## config.mk

```make
export PLATFORM = sky130hd
export DESIGN_NAME = line_pixel_stepper
export DESIGN_NICKNAME = d
export VERILOG_FILES = /design/src/rtl/lps_pkg.sv /design/src/rtl/lps_front.sv /design/src/rtl/lps_queue.sv /design/src/rtl/lps_back.sv /design/src/rtl/line_pixel_stepper.sv
export SDC_FILE = /design/constraint.sdc
export NUM_CORES = 1
export LEC_CHECK = 0
export ABC_AREA = 1
export BUFFER_PORTS_ARGS = -buffer_cell sky130_fd_sc_hd__clkbuf_2
export CAP_MARGIN = 10
export CORE_AREA = 2 2 249 251
export CTS_CLUSTER_DIAMETER = 40
export DETAILED_ROUTE_END_ITERATION = 10
export DIE_AREA = 0 0 251 253
export SYNTH_ARGS = -nofsm -noshare
export SYNTH_HDL_FRONTEND = slang
export SYNTH_SLANG_ARGS = --single-unit
```

## constraint.sdc

```tcl
create_clock -name clk_i -period 8.6 [get_ports clk_i]
set_input_delay 0.86 -clock clk_i [delete_from_list [all_inputs] [get_ports clk_i]]
set_output_delay 0.86 -clock clk_i [all_outputs]
set_load 0.02 [all_outputs]
```

## src/rtl/lps_pkg.sv

```systemverilog
`default_nettype none

package lps_pkg;

  // coordinate width and the widths that follow from it
  localparam int COORD_BITS = 12;
  localparam int DELTA_BITS = COORD_BITS + 1;
  localparam int SPAN_BITS  = COORD_BITS + 2;
  localparam int DEC_BITS   = COORD_BITS + 4;

  // command queue between front and back
  localparam int QUEUE_DEPTH = 2;
  localparam int QPTR_BITS   = 1;

  typedef enum logic {
    OP_START = 1'b0,
    OP_STEP  = 1'b1
  } opcode_e;

  typedef struct packed {
    opcode_e                       opcode;
    logic signed [COORD_BITS-1:0]  x_start;
    logic signed [COORD_BITS-1:0]  y_start;
    logic signed [COORD_BITS-1:0]  x_end;
    logic signed [COORD_BITS-1:0]  y_end;
  } in_word_t;

  typedef struct packed {
    logic signed [COORD_BITS-1:0]  pixel_x;
    logic signed [COORD_BITS-1:0]  pixel_y;
    logic                          last;
  } out_word_t;

  // classified command, line setup already worked out for a start
  typedef struct packed {
    opcode_e                       opcode;
    logic                          x_is_major;
    logic                          minor_dir;
    logic                          active;
    logic signed [COORD_BITS-1:0]  cur_x;
    logic signed [COORD_BITS-1:0]  cur_y;
    logic signed [COORD_BITS-1:0]  major_end;
    logic [SPAN_BITS-1:0]          twice_minor;
    logic signed [DEC_BITS-1:0]    dec_down;
    logic signed [DEC_BITS-1:0]    decision;
  } cmd_t;

endpackage

`default_nettype wire

```

## src/rtl/lps_front.sv

```systemverilog
`default_nettype none

module lps_front (
  input  wire logic             clk_i,
  input  wire logic             rst_ni,
  input  wire logic             push,
  output logic                  full,
  input  wire lps_pkg::in_word_t in_word_i,
  output logic                  cmd_valid_o,
  input  wire logic             cmd_ready_i,
  output lps_pkg::cmd_t         cmd_o
);

  localparam int C  = lps_pkg::COORD_BITS;
  localparam int DW = lps_pkg::DELTA_BITS;
  localparam int EW = lps_pkg::DEC_BITS;

  logic                   v_q;
  lps_pkg::in_word_t      item_q;
  logic signed [DW-1:0]   dx_q, dy_q;
  logic signed [DW-1:0]   dx_d, dy_d;

  logic                   adv;

  logic [DW-1:0]          adx, ady;
  logic                   x_major, swap;
  logic signed [DW-1:0]   ndx, ndy, dmaj, dmin, dmin_neg;
  logic                   minor_dir;
  logic [DW-1:0]          dmin_mag;
  logic signed [C-1:0]    sx, sy, ex, ey, major_end, start_major;
  logic signed [EW-1:0]   two_min, dmaj_ext, two_maj;

  assign adv         = !v_q || cmd_ready_i;
  assign full        = !adv;
  assign cmd_valid_o = v_q;

  assign dx_d = {in_word_i.x_end[C-1], in_word_i.x_end}
              - {in_word_i.x_start[C-1], in_word_i.x_start};
  assign dy_d = {in_word_i.y_end[C-1], in_word_i.y_end}
              - {in_word_i.y_start[C-1], in_word_i.y_start};

  always_ff @(posedge clk_i or negedge rst_ni) begin
    if (!rst_ni) begin
      v_q <= 1'b0;
    end else if (adv) begin
      v_q <= push;
    end
  end

  always_ff @(posedge clk_i) begin
    if (adv && push) begin
      item_q <= in_word_i;
      dx_q   <= dx_d;
      dy_q   <= dy_d;
    end
  end

  // classify octant and order the endpoints along the major axis
  always_comb begin
    adx     = dx_q[DW-1] ? DW'(-dx_q) : DW'(dx_q);
    ady     = dy_q[DW-1] ? DW'(-dy_q) : DW'(dy_q);
    x_major = ady < adx;
    swap    = x_major ? (dx_q <= 0) : (dy_q <= 0);

    sx = swap ? item_q.x_end   : item_q.x_start;
    sy = swap ? item_q.y_end   : item_q.y_start;
    ex = swap ? item_q.x_start : item_q.x_end;
    ey = swap ? item_q.y_start : item_q.y_end;

    ndx  = swap ? -dx_q : dx_q;
    ndy  = swap ? -dy_q : dy_q;
    dmaj = x_major ? ndx : ndy;
    dmin = x_major ? ndy : ndx;

    minor_dir = dmin[DW-1];
    dmin_neg  = -dmin;
    dmin_mag  = minor_dir ? DW'(dmin_neg) : DW'(dmin);

    major_end   = x_major ? ex : ey;
    start_major = x_major ? sx : sy;

    two_min  = {{(EW-DW-1){1'b0}}, dmin_mag, 1'b0};
    dmaj_ext = {{(EW-DW){dmaj[DW-1]}}, dmaj};
    two_maj  = {{(EW-DW-1){dmaj[DW-1]}}, dmaj, 1'b0};

    cmd_o.opcode      = item_q.opcode;
    cmd_o.x_is_major  = x_major;
    cmd_o.minor_dir   = minor_dir;
    cmd_o.active      = start_major < major_end;
    cmd_o.cur_x       = sx;
    cmd_o.cur_y       = sy;
    cmd_o.major_end   = major_end;
    cmd_o.twice_minor = {dmin_mag, 1'b0};
    cmd_o.dec_down    = two_min - two_maj;
    cmd_o.decision    = two_min - dmaj_ext;
  end

endmodule

`default_nettype wire

```

## src/rtl/lps_queue.sv

```systemverilog
`default_nettype none

module lps_queue (
  input  wire logic          clk_i,
  input  wire logic          rst_ni,
  input  wire logic          wr_valid_i,
  output logic               wr_ready_o,
  input  wire lps_pkg::cmd_t wr_data_i,
  output logic               rd_valid_o,
  input  wire logic          rd_ready_i,
  output lps_pkg::cmd_t      rd_data_o
);

  localparam int D  = lps_pkg::QUEUE_DEPTH;
  localparam int PW = lps_pkg::QPTR_BITS;

  lps_pkg::cmd_t mem_q [D];
  logic [PW-1:0] wr_ptr_q, rd_ptr_q;
  logic [PW:0]   count_q;
  logic          do_wr, do_rd;

  assign wr_ready_o = count_q != (PW+1)'(D);
  assign rd_valid_o = count_q != '0;
  assign do_wr      = wr_valid_i && wr_ready_o;
  assign do_rd      = rd_valid_o && rd_ready_i;
  assign rd_data_o  = mem_q[rd_ptr_q];

  always_ff @(posedge clk_i) begin
    if (do_wr) begin
      mem_q[wr_ptr_q] <= wr_data_i;
    end
  end

  always_ff @(posedge clk_i or negedge rst_ni) begin
    if (!rst_ni) begin
      wr_ptr_q <= '0;
      rd_ptr_q <= '0;
      count_q  <= '0;
    end else begin
      if (do_wr) begin
        wr_ptr_q <= (wr_ptr_q == PW'(D - 1)) ? '0 : wr_ptr_q + 1'b1;
      end
      if (do_rd) begin
        rd_ptr_q <= (rd_ptr_q == PW'(D - 1)) ? '0 : rd_ptr_q + 1'b1;
      end
      if (do_wr && !do_rd) begin
        count_q <= count_q + 1'b1;
      end else if (do_rd && !do_wr) begin
        count_q <= count_q - 1'b1;
      end
    end
  end

endmodule

`default_nettype wire

```

## src/rtl/lps_back.sv

```systemverilog
`default_nettype none

module lps_back (
  input  wire logic          clk_i,
  input  wire logic          rst_ni,
  input  wire logic          cmd_valid_i,
  output logic               cmd_ready_o,
  input  wire lps_pkg::cmd_t cmd_i,
  output logic               empty,
  input  wire logic          pop,
  output lps_pkg::out_word_t out_word_o
);

  localparam int C  = lps_pkg::COORD_BITS;
  localparam int SW = lps_pkg::SPAN_BITS;
  localparam int EW = lps_pkg::DEC_BITS;

  logic                  active_q;
  logic                  x_major_q, minor_dir_q;
  logic signed [C-1:0]   cur_x_q, cur_y_q, major_end_q;
  logic [SW-1:0]         twice_minor_q;
  logic signed [EW-1:0]  dec_down_q, decision_q;

  logic                  out_v_q;
  lps_pkg::out_word_t    out_q;

  logic                  out_free, take, is_start, do_pixel;
  logic signed [C-1:0]   maj, minr, minr_nxt;
  logic signed [C:0]     maj_inc;
  logic                  last;
  logic signed [EW-1:0]  dec_nxt;

  assign is_start    = cmd_i.opcode == lps_pkg::OP_START;
  assign out_free    = !out_v_q || pop;
  assign cmd_ready_o = is_start || !active_q || out_free;
  assign take        = cmd_valid_i && cmd_ready_o;
  assign do_pixel    = take && !is_start && active_q;

  assign empty      = !out_v_q;
  assign out_word_o = out_q;

  // one step: emit the current pixel, advance major, maybe minor
  always_comb begin
    maj      = x_major_q ? cur_x_q : cur_y_q;
    minr     = x_major_q ? cur_y_q : cur_x_q;
    maj_inc  = {maj[C-1], maj} + 1'b1;
    last     = maj_inc >= $signed({major_end_q[C-1], major_end_q});
    minr_nxt = minr;
    dec_nxt  = decision_q + {{(EW-SW){1'b0}}, twice_minor_q};
    if (decision_q > 0) begin
      minr_nxt = minor_dir_q ? minr - 1'b1 : minr + 1'b1;
      dec_nxt  = decision_q + dec_down_q;
    end
  end

  always_ff @(posedge clk_i or negedge rst_ni) begin
    if (!rst_ni) begin
      active_q <= 1'b0;
      out_v_q  <= 1'b0;
    end else begin
      if (take && is_start) begin
        active_q <= cmd_i.active;
      end else if (do_pixel) begin
        active_q <= !last;
      end
      if (do_pixel) begin
        out_v_q <= 1'b1;
      end else if (pop) begin
        out_v_q <= 1'b0;
      end
    end
  end

  always_ff @(posedge clk_i) begin
    if (take && is_start) begin
      x_major_q     <= cmd_i.x_is_major;
      minor_dir_q   <= cmd_i.minor_dir;
      cur_x_q       <= cmd_i.cur_x;
      cur_y_q       <= cmd_i.cur_y;
      major_end_q   <= cmd_i.major_end;
      twice_minor_q <= cmd_i.twice_minor;
      dec_down_q    <= cmd_i.dec_down;
      decision_q    <= cmd_i.decision;
    end else if (do_pixel) begin
      decision_q <= dec_nxt;
      if (x_major_q) begin
        cur_x_q <= maj_inc[C-1:0];
        cur_y_q <= minr_nxt;
      end else begin
        cur_y_q <= maj_inc[C-1:0];
        cur_x_q <= minr_nxt;
      end
    end
    if (do_pixel) begin
      out_q.pixel_x <= cur_x_q;
      out_q.pixel_y <= cur_y_q;
      out_q.last    <= last;
    end
  end

endmodule

`default_nettype wire

```

## src/rtl/line_pixel_stepper.sv

```systemverilog
`default_nettype none

// channel   direction  handshake                  word
// ------    ---------  -------------------------  -------------------------------
// input     in         push / full                in_word_i  (opcode + endpoints)
// result    out        empty / pop                out_word_o (pixel x, y, last)
//
// one word per clock in steady state on both sides while pop is held high; a start word
// is always taken by the back end and gives no result, a step word on an active line gives one pixel
// empty falls once a step word has passed the front register, then a command
// queue entry, and the back end output register has loaded the pixel
// reset (rst_ni low) drops the line in progress and empties every stage
// a stalled result (pop low) backs up into the queue, then the front raises full

module line_pixel_stepper (
  input  wire logic               clk_i,
  input  wire logic               rst_ni,
  // input side
  input  wire logic               push,
  output logic                    full,
  input  wire lps_pkg::in_word_t  in_word_i,
  // result side
  output logic                    empty,
  input  wire logic               pop,
  output lps_pkg::out_word_t      out_word_o
);

  // front to queue
  logic          f_valid, f_ready;
  lps_pkg::cmd_t f_cmd;

  // queue to back
  logic          b_valid, b_ready;
  lps_pkg::cmd_t b_cmd;

  // front: registers the word, works out octant, swap, spans and the
  // initial decision term so the back end only has to load them
  lps_front u_front (
    .clk_i       (clk_i),
    .rst_ni      (rst_ni),
    .push        (push),
    .full        (full),
    .in_word_i   (in_word_i),
    .cmd_valid_o (f_valid),
    .cmd_ready_i (f_ready),
    .cmd_o       (f_cmd)
  );

  // short queue so a stalled output does not stop the front at once
  lps_queue u_queue (
    .clk_i      (clk_i),
    .rst_ni     (rst_ni),
    .wr_valid_i (f_valid),
    .wr_ready_o (f_ready),
    .wr_data_i  (f_cmd),
    .rd_valid_o (b_valid),
    .rd_ready_i (b_ready),
    .rd_data_o  (b_cmd)
  );

  // back: holds the line state, one step per cycle into the output register while it is free or popped
  lps_back u_back (
    .clk_i       (clk_i),
    .rst_ni      (rst_ni),
    .cmd_valid_i (b_valid),
    .cmd_ready_o (b_ready),
    .cmd_i       (b_cmd),
    .empty       (empty),
    .pop         (pop),
    .out_word_o  (out_word_o)
  );

endmodule

`default_nettype wire

```

==> flow_summary.json, run 1 <==
{
  "status": "completed",
  "clock_sinks": 357,
  "dr.pass1.iters": 5,
  "cts_setup_buffers": 0,
  "synth-compound-area-share_pct": 9.56,
  "avgSynthCellArea_um2": 9.11,
  "core.rowCount": 91,
  "synth_mux_area_share_pct": 0.426,
  "reg2reg_to": "u_queue.mem_q[1][30]",
  "synth_fa_ha_area_share_pct": 8.18,
  "postRouteAntennaNets": 0,
  "vias": 15800,
  "worstMarginPinSlew_ps": 1060,
  "crit_arrival_ps": 6800,
  "grt_start_max_net_pins": 76,
  "ctsResizeCount": 0,
  "critPathBufInv": 3,
  "rsz0062_at_grt": "false",
  "cts-hold-fix-buffers": 0,
  "skew_ps": 38.7,
  "start_kind": "flip-flop",
  "port_buffers": 79,
  "r2r_cells": 37,
  "synth_area_um2": 21100,
  "clkTransAtPathRegs_ps": 60,
  "wl_per_cell_um": 16.9,
  "hold_viol": 0,
  "synth-warning-count": 0,
  "fin_crit_sh_pct": 74.8,
  "synth_area_leaders": "edfxtp_1 (50%), nand2_1 (12%), ha_1 (7.5%), inv_1 (5.2%), o21ai_0 (3.7%)",
  "die-area_um2": 63500,
  "cp_top_family": "simple AND/OR/NAND/NOR gates",
  "dp_hpwl_um": 41000,
  "drt_iter0_markers": 1120,
  "die_y_um": 253,
  "fmax_mhz": 155,
  "slew_headroom_pct": 28.5,
  "synth-simple-area-share_pct": 20.9,
  "cts_root_buf": "clkbuf_16",
  "drc": 0,
  "final_cell_mix": "nand2_1 (659), edfxtp_1 (350), inv_1 (293), o21ai_0 (158), ha_1 (127)",
  "setup_tns_ps": 0,
  "antenna_found_initial": 0,
  "nets": 2593,
  "cts_tree": "built",
  "clock_latency_ps": 620,
  "min_path_type": "input port to asynchronous set/reset pin",
  "htreeDepth": 2,
  "clock_path_buffers": 3,
  "syn_to_final_growth_pct": 15.2,
  "place_area_um2": 22300,
  "die_x_um": 251,
  "synth_cell_types": 56,
  "gp_congestion": 0.925,
  "ios": 80,
  "gr-usage-all-layers_pct": 17.4,
  "slowest_stage": "nand2_2",
  "drive_above_1_share_pct": 13.3,
  "maxCapViolCount": 0,
  "mostFrequentLayoutCell": "nand2_1",
  "cp-endpoint": "u_queue.mem_q[1][30]",
  "place_inst": 3134,
  "min_period_ps": 6430,
  "r2r_start": "u_front.dx_q[0]",
  "start_util_pct": 34.7,
  "holdWs_ps": 78.4,
  "drv_slew": 0,
  "core-area_um2": 61000,
  "cp_max_fo": 40,
  "viasPerCell": 4.88,
  "synthArstFlopShare_pct": 1.96,
  "synth_top_family_by_area": "simple AND/OR/NAND/NOR gates",
  "synth_xor_area_share_pct": 3.31,
  "numCtsBuffers": 60,
  "fin_area_um2": 24400,
  "grt-ovfl-total": 0,
  "cp_num_cells": 37,
  "end_kind": "flip-flop",
  "syn_inst": 2322,
  "synth_top_area_cell": "edfxtp_1",
  "ys_seq_area_share_pct": 50.5,
  "cp.required_ps": 8960,
  "wirelength_um": 54800,
  "critPathLaunch": "u_front.dx_q[0]",
  "antenna_cells": 0,
  "finalSetupViolations": 0,
  "fill_cells": 5964,
  "synth_edf_count": 350,
  "crit_top_cell": "nand2_1",
  "synth_top_area_share_pct": 49.7,
  "slowest_delay_ps": 580,
  "synth_seq_cells": 357,
  "r2r_setup_slack_ps": 2170,
  "stdcell_count": 3245,
  "grt_pass1_vias": 15500,
  "syn_nets": 2509,
  "synth-main-ff-cell": "edfxtp_1",
  "grt_pass1_wl_um": 85900,
  "path_class": "flip-flop to flip-flop"
}
per-stage QoR:
stage | util, % | worst slack [ps]
5_1_grt | 39.9 | 1450
3_5_place_dp | 36.6 | 2130
3_3_place_gp | 36.6 | 2310
2_1_floorplan | - | 3290
6_report | 39.9 | 2170
4_1_cts | 39.9 | 2140
kinds of logic (layout without fill, tap and decap cells):
kind of cell | Yosys count | count (layout)
buf+inv | 380 | 513
fa+ha+maj | 134 | 134
xor+xnor | 80 | 80
compound gates | 358 | 358
mux | 9 | 9
flops | 357 | 357
simple gates | 1004 | 1004
cells in the mapped netlist, types with 8 or more instances:
| library cell | number |
|---|---|
| nor2_1 | 88 |
| buf_1 | 9 |
| nand3_2 | 15 |
| xor2_1 | 61 |
| o211ai_1 | 23 |
| edfxtp_1 | 350 |
| clkbuf_1 | 44 |
| nand2_4 | 8 |
| mux2i_1 | 9 |
| nor2_2 | 16 |
| a31oi_1 | 20 |
| nand2_1 | 659 |
| o21bai_1 | 10 |
| nand2_2 | 47 |
| nand4_1 | 16 |
| o21ai_0 | 158 |
| ha_1 | 127 |
| a21oi_1 | 101 |
| xnor2_1 | 19 |
| inv_2 | 14 |
| inv_1 | 294 |
| or2_2 | 9 |
| nand3_1 | 116 |
per-layer routing:
metal  share of wire, %  global-route usage, %  vias to the layer above  routed length, um
met1                 47                   23.8                     7401              25500
met3                5.5                   2.83                       88               3020
li1                   -                      -                     7988                  -
met4                2.3                   5.31                        0               1290
met5                  0                      0                        -                  0
met2                 46                   28.3                      371              25000
how the worst min path moves through the flow:
stage / start / end / slack (ps) / cells past startpoint
floorplan: u_front.cmd_o[85] / u_queue.mem_q[0][84] / 420 / 0
global placement: u_front.cmd_o[85] / u_queue.mem_q[0][84] / 430 / 0
detailed placement: u_front.cmd_o[85] / u_queue.mem_q[0][84] / 430 / 0
CTS: rst_ni / u_queue.count_q[0] / 50 / 1
global route: rst_ni / u_front.cmd_valid_o / 60 / 1
finish: rst_ni / u_front.cmd_valid_o / 80 / 1
sequential cells by signal, summed over array words and instances, names as in the netlist, 13 cells and up:
name                  flops
u_back.dec_down_q        15
u_front.dy_q             13
u_front.dx_q             13
u_queue.mem_q           168
u_back.twice_minor_q     13
u_back.decision_q        16
u_back.out_word_o        25
u_front.item_q           48
layout make-up:
cell class | instances | area, um2 | share of cell area (%)
Tap cell | 790 | 988 | 4.06
Inverter | 310 | 1160 | 4.78
Timing Repair Buffer | 92 | 493 | 2.02
Sequential cell | 357 | 10700 | 43.9
Multi-Input combinational cell | 1585 | 8980 | 36.8
Clock buffer | 65 | 1520 | 6.24
Clock inverter | 46 | 537 | 2.20
Power of run 1 is left out: the tool's default activity adds up to more than one toggle a clock period on the data nets, which glitch-free logic cannot reach.
==> run 2: changes to the inputs <==
==> constraint.sdc (replaced) <==
create_clock -name clk_i -period 5.9 [get_ports clk_i]
set_input_delay 0.59 -clock clk_i [delete_from_list [all_inputs] [get_ports clk_i]]
set_output_delay 0.59 -clock clk_i [all_outputs]
set_load 0.02 [all_outputs]
==> flow_summary.json, run 2 (synthesis gave the netlist of run 1 again) <==
{
  "status": "completed",
  "clock_sinks": 357,
  "stdcell_count": 3267,
  "gr-usage-all-layers_pct": 17.0,
  "start_util_pct": 34.7,
  "core.rowCount": 91,
  "crit_arrival_ps": 5780,
  "grt-ovfl-total": 0,
  "start_kind": "flip-flop",
  "r2r_start": "u_front.dx_q[0]",
  "slowest_delay_ps": 410,
  "die-area_um2": 63500,
  "fin_crit_sh_pct": 92.5,
  "postRouteAntennaNets": 0,
  "grt_pass1_wl_um": 84500,
  "die_y_um": 253,
  "drt_iter0_markers": 1162,
  "wirelength_um": 53600,
  "maxCapViolCount": 0,
  "cp_max_fo": 22,
  "holdWs_ps": 155,
  "drv_slew": 0,
  "cts_root_buf": "clkbuf_16",
  "min_period_ps": 5460,
  "fmax_mhz": 183,
  "wl_per_cell_um": 16.4,
  "ios": 80,
  "htreeDepth": 2,
  "gp_congestion": 0.944,
  "reg2reg_to": "u_queue.mem_q[0][14]",
  "hold_path_end": "u_front.cmd_o[85]",
  "die_x_um": 251,
  "dr.pass1.iters": 7,
  "regMostFlops": "u_queue.mem_q",
  "end_kind": "flip-flop",
  "viasPerCell": 4.86,
  "dp_hpwl_um": 40900,
  "crit_top_cell": "nand2_1",
  "skew_ps": 27.4,
  "syn_to_final_growth_pct": 15.9,
  "port_buffers": 79,
  "r2r_setup_slack_ps": 440,
  "drive_above_1_share_pct": 14.1,
  "slew_headroom_pct": 31.5,
  "largest_reg_flops": 168,
  "final_cell_mix": "nand2_1 (659), edfxtp_1 (350), inv_1 (293), o21ai_0 (157), ha_1 (125)",
  "worstMarginPinSlew_ps": 1030,
  "antenna_found_initial": 0,
  "place_inst": 3160,
  "clock_latency_ps": 610,
  "fill_cells": 5950,
  "clkTransAtPathRegs_ps": 60,
  "hold_depth": 1,
  "nets": 2617,
  "mostFrequentLayoutCell": "nand2_1",
  "core-area_um2": 61000,
  "drc": 0,
  "place_ws_ps": 288,
  "path_class": "flip-flop to flip-flop",
  "numCtsBuffers": 55,
  "cp.required_ps": 6220,
  "hp-start": "in_word_i[48]",
  "r2r_cells": 34,
  "grt_pass1_vias": 15400,
  "min_path_type": "input port to flip-flop",
  "setup_slack_ps": 442,
  "slowest_stage": "edfxtp_1",
  "seq_area_um2": 10700,
  "finalSetupViolations": 0,
  "cts_tree": "built",
  "hold_viol": 0,
  "clock_path_buffers": 3,
  "multi_input_area_um2": 9020,
  "grt_start_max_net_pins": 79,
  "vias": 15900,
  "antenna_cells": 0
}
## run 2: worst max-delay path by stage
| stage | cells past startpoint | start | endpoint | slack, ps |
|---|---|---|---|---|
| floorplan | 36 | u_front.dx_q[0] | u_queue.mem_q[0][15] | 590 |
| global route | 38 | u_front.dx_q[0] | u_queue.mem_q[0][30] | -20 |
| CTS | 35 | u_front.dx_q[0] | u_queue.mem_q[0][14] | 260 |
| detailed placement | 35 | u_front.dx_q[0] | u_queue.mem_q[0][14] | 290 |
| global placement | 35 | u_front.dx_q[0] | u_queue.mem_q[0][14] | 310 |
| finish | 34 | u_front.dx_q[0] | u_queue.mem_q[0][14] | 440 |
## run 2: stage by stage
stage	utilization, %	TNS, ps	instance area (um2)
after floorplan	-	0	21100
after global placement	36.9	0	22500
after detailed placement	36.9	0	22500
after CTS	40.1	0	24400
after global routing	40.2	-36.1	24500
final	40.2	0	24500
## run 2: repair_timing
| item | CTS | global route |
|---|---|---|
| gates resized for setup | 0 | 14 |
| hold buffers | 1 | 0 |
| setup buffers | 0 | 2 |
| hold endpoints to repair | 7 | 0 |
| endpoints found under the setup margin | 0 | 34 |
## run 2: metal layers
metal | track usage, % | up-vias | routed length [um]
li1 | - | 8016 | -
met3 | 2.63 | 80 | 2950
met1 | 23.5 | 7396 | 25000
met5 | 0 | - | 0
met2 | 27.3 | 392 | 24200
met4 | 5.63 | 0 | 1400
## run 2: layout make-up
| type | instances | share of cell area (%) |
|---|---|---|
| clock inverters | 46 | 2.20 |
| well taps | 790 | 4.03 |
| flip-flops and latches | 357 | 43.6 |
| multi-input cells | 1585 | 36.8 |
| inverters | 310 | 4.75 |
| clock buffers | 58 | 5.66 |
| repair buffers | 121 | 2.98 |
## run 2: worst max-delay path: cells and delay by family, from the launching register on
family,cells,cell delay (ps)
XOR/XNOR,1,210
buffers and inverters,7,1040
AND/OR/NAND/NOR,19,2030
flip-flops,1,410
AO/OA/AOI/OAI,4,660
adder cells (fa/ha/maj),3,810
Power of run 2 is left out for the same reason.
==> run 3: changes to the inputs <==
==> constraint.sdc (replaced) <==
create_clock -name clk_i -period 5.9 [get_ports clk_i]
set_input_delay 1.18 -clock clk_i [delete_from_list [all_inputs] [get_ports clk_i]]
set_output_delay 1.18 -clock clk_i [all_outputs]
set_load 0.02 [all_outputs]
==> flow_summary.json, run 3 (synthesis gave the netlist of run 1 again) <==
{
  "worstMarginPinSlew_ps": 1020,
  "largest_reg_flops": 168,
  "hold_viol": 0,
  "grt_pass1_vias": 15900,
  "reg2reg_to": "u_queue.mem_q[0][31]",
  "grt_start_max_net_pins": 84,
  "fmax_mhz": 187,
  "cts_tree": "built",
  "clkTransAtPathRegs_ps": 60,
  "maxCapViolCount": 0,
  "crit_arrival_ps": 5680,
  "dr.pass1.iters": 5,
  "end_kind": "flip-flop",
  "drc": 0,
  "cts-hold-fix-buffers": 0,
  "htreeDepth": 2,
  "drv_slew": 0,
  "wirelength_um": 54200,
  "status": "completed",
  "regMostFlops": "u_queue.mem_q",
  "viasPerCell": 4.89,
  "core-area_um2": 61000,
  "cp_max_fo": 22,
  "finalSetupViolations": 0,
  "drive_above_1_share_pct": 14.7,
  "min_path_type": "input port to asynchronous set/reset pin",
  "r2r_setup_slack_ps": 550,
  "multi_input_area_um2": 9030,
  "skew_ps": 46.3,
  "fin_crit_sh_pct": 90.6,
  "die_x_um": 251,
  "grt-ovfl-total": 0,
  "ios": 80,
  "path_class": "flip-flop to flip-flop",
  "antenna_cells": 0,
  "r2r_cells": 38,
  "slowest_delay_ps": 430,
  "seq_area_um2": 10700,
  "nets": 2622,
  "start_kind": "flip-flop",
  "numCtsBuffers": 60,
  "cp.required_ps": 6240,
  "clock_path_buffers": 3,
  "dp_hpwl_um": 41100,
  "min_period_ps": 5350,
  "die-area_um2": 63500,
  "vias": 16000,
  "r2r_start": "u_front.dx_q[0]",
  "final_cell_mix": "nand2_1 (659), edfxtp_1 (350), inv_1 (292), o21ai_0 (157), ha_1 (126)",
  "gp_congestion": 0.959,
  "slew_headroom_pct": 31.9,
  "clock_latency_ps": 640,
  "grt_pass1_wl_um": 86900,
  "port_buffers": 79,
  "gr-usage-all-layers_pct": 17.4,
  "start_util_pct": 34.7,
  "drt_iter0_markers": 1196,
  "syn_to_final_growth_pct": 16.4,
  "core.rowCount": 91,
  "postRouteAntennaNets": 0,
  "slowest_stage": "edfxtp_1",
  "fill_cells": 5954,
  "die_y_um": 253,
  "crit_top_cell": "nand2_1",
  "cts_root_buf": "clkbuf_16",
  "antenna_found_initial": 0,
  "setup_tns_ps": 0,
  "mostFrequentLayoutCell": "nand2_1",
  "wl_per_cell_um": 16.6,
  "clock_sinks": 357
}
-- run 3: changes by cell type in the layout (fill, tap and decap cells not counted), sizes merged --
cell,previous run,this run
clkbuf,137,142
clkinv,16,20
bufinv,6,2
buf,41,42
clkinvlp,7,5
inv,327,332
dlygate4sd3,1,0
-- run 3: timing repair --
item,4_1_cts,5_1_grt
gates resized for setup,0,16
buffers inserted,0,4
endpoints found under the setup margin,0,42
-- run 3: routing by layer --
metal	vias up	wire length [um]	GRT usage (%)
li1	8032	-	-
met1	7534	25000	23.4
met2	360	24500	28.1
met3	101	3050	3.27
met4	0	1700	6.28
met5	-	0	0
-- run 3: per-stage QoR --
stage               area [um2]  utilization (%)  setup slack [ps]  cells  hold slack, ps
finish                   24600             40.3               552   3275             368
global route             24600             40.3             -8.63   3275             354
CTS                      24500             40.2               264   3271             334
detailed placement       22500             36.9               298   3159             440
global placement         22500             36.9               390   3159             442
floorplan                21100                -               590   2322             421
-- run 3: worst max-delay path by stage --
| stage | from | endpoint | slack (ps) | cells past startpoint |
|---|---|---|---|---|
| floorplan | u_front.dx_q[0] | u_queue.mem_q[0][15] | 590 | 36 |
| global placement | u_front.dx_q[0] | u_queue.mem_q[0][14] | 390 | 35 |
| detailed placement | u_front.dx_q[0] | u_queue.mem_q[0][14] | 300 | 35 |
| CTS | u_front.dx_q[0] | u_queue.mem_q[1][30] | 260 | 35 |
| global route | u_front.dx_q[1] | u_queue.mem_q[0][10] | -9 | 36 |
| finish | u_front.dx_q[0] | u_queue.mem_q[0][31] | 550 | 38 |
-- run 3: critical path: cells and delay by family, from the launching register on --
family                     cells  cell delay [ps]
AOI/OAI and AO/OA              1               90
buffers and inverters          6              680
xor gates and xnor gates       1              170
and+or+nand+nor               27             2790
DFF                            1              430
adders and majority gates      3              880
-- run 3: cell type report --
class | count | area share, %
Tap cell | 790 | 4.02
Sequential cell | 357 | 43.4
Clock buffer | 63 | 6.15
Timing Repair Buffer | 121 | 3.00
Clock inverter | 49 | 2.02
Multi-Input combinational cell | 1585 | 36.7
Inverter | 310 | 4.73
Power of run 3 is left out for the same reason.
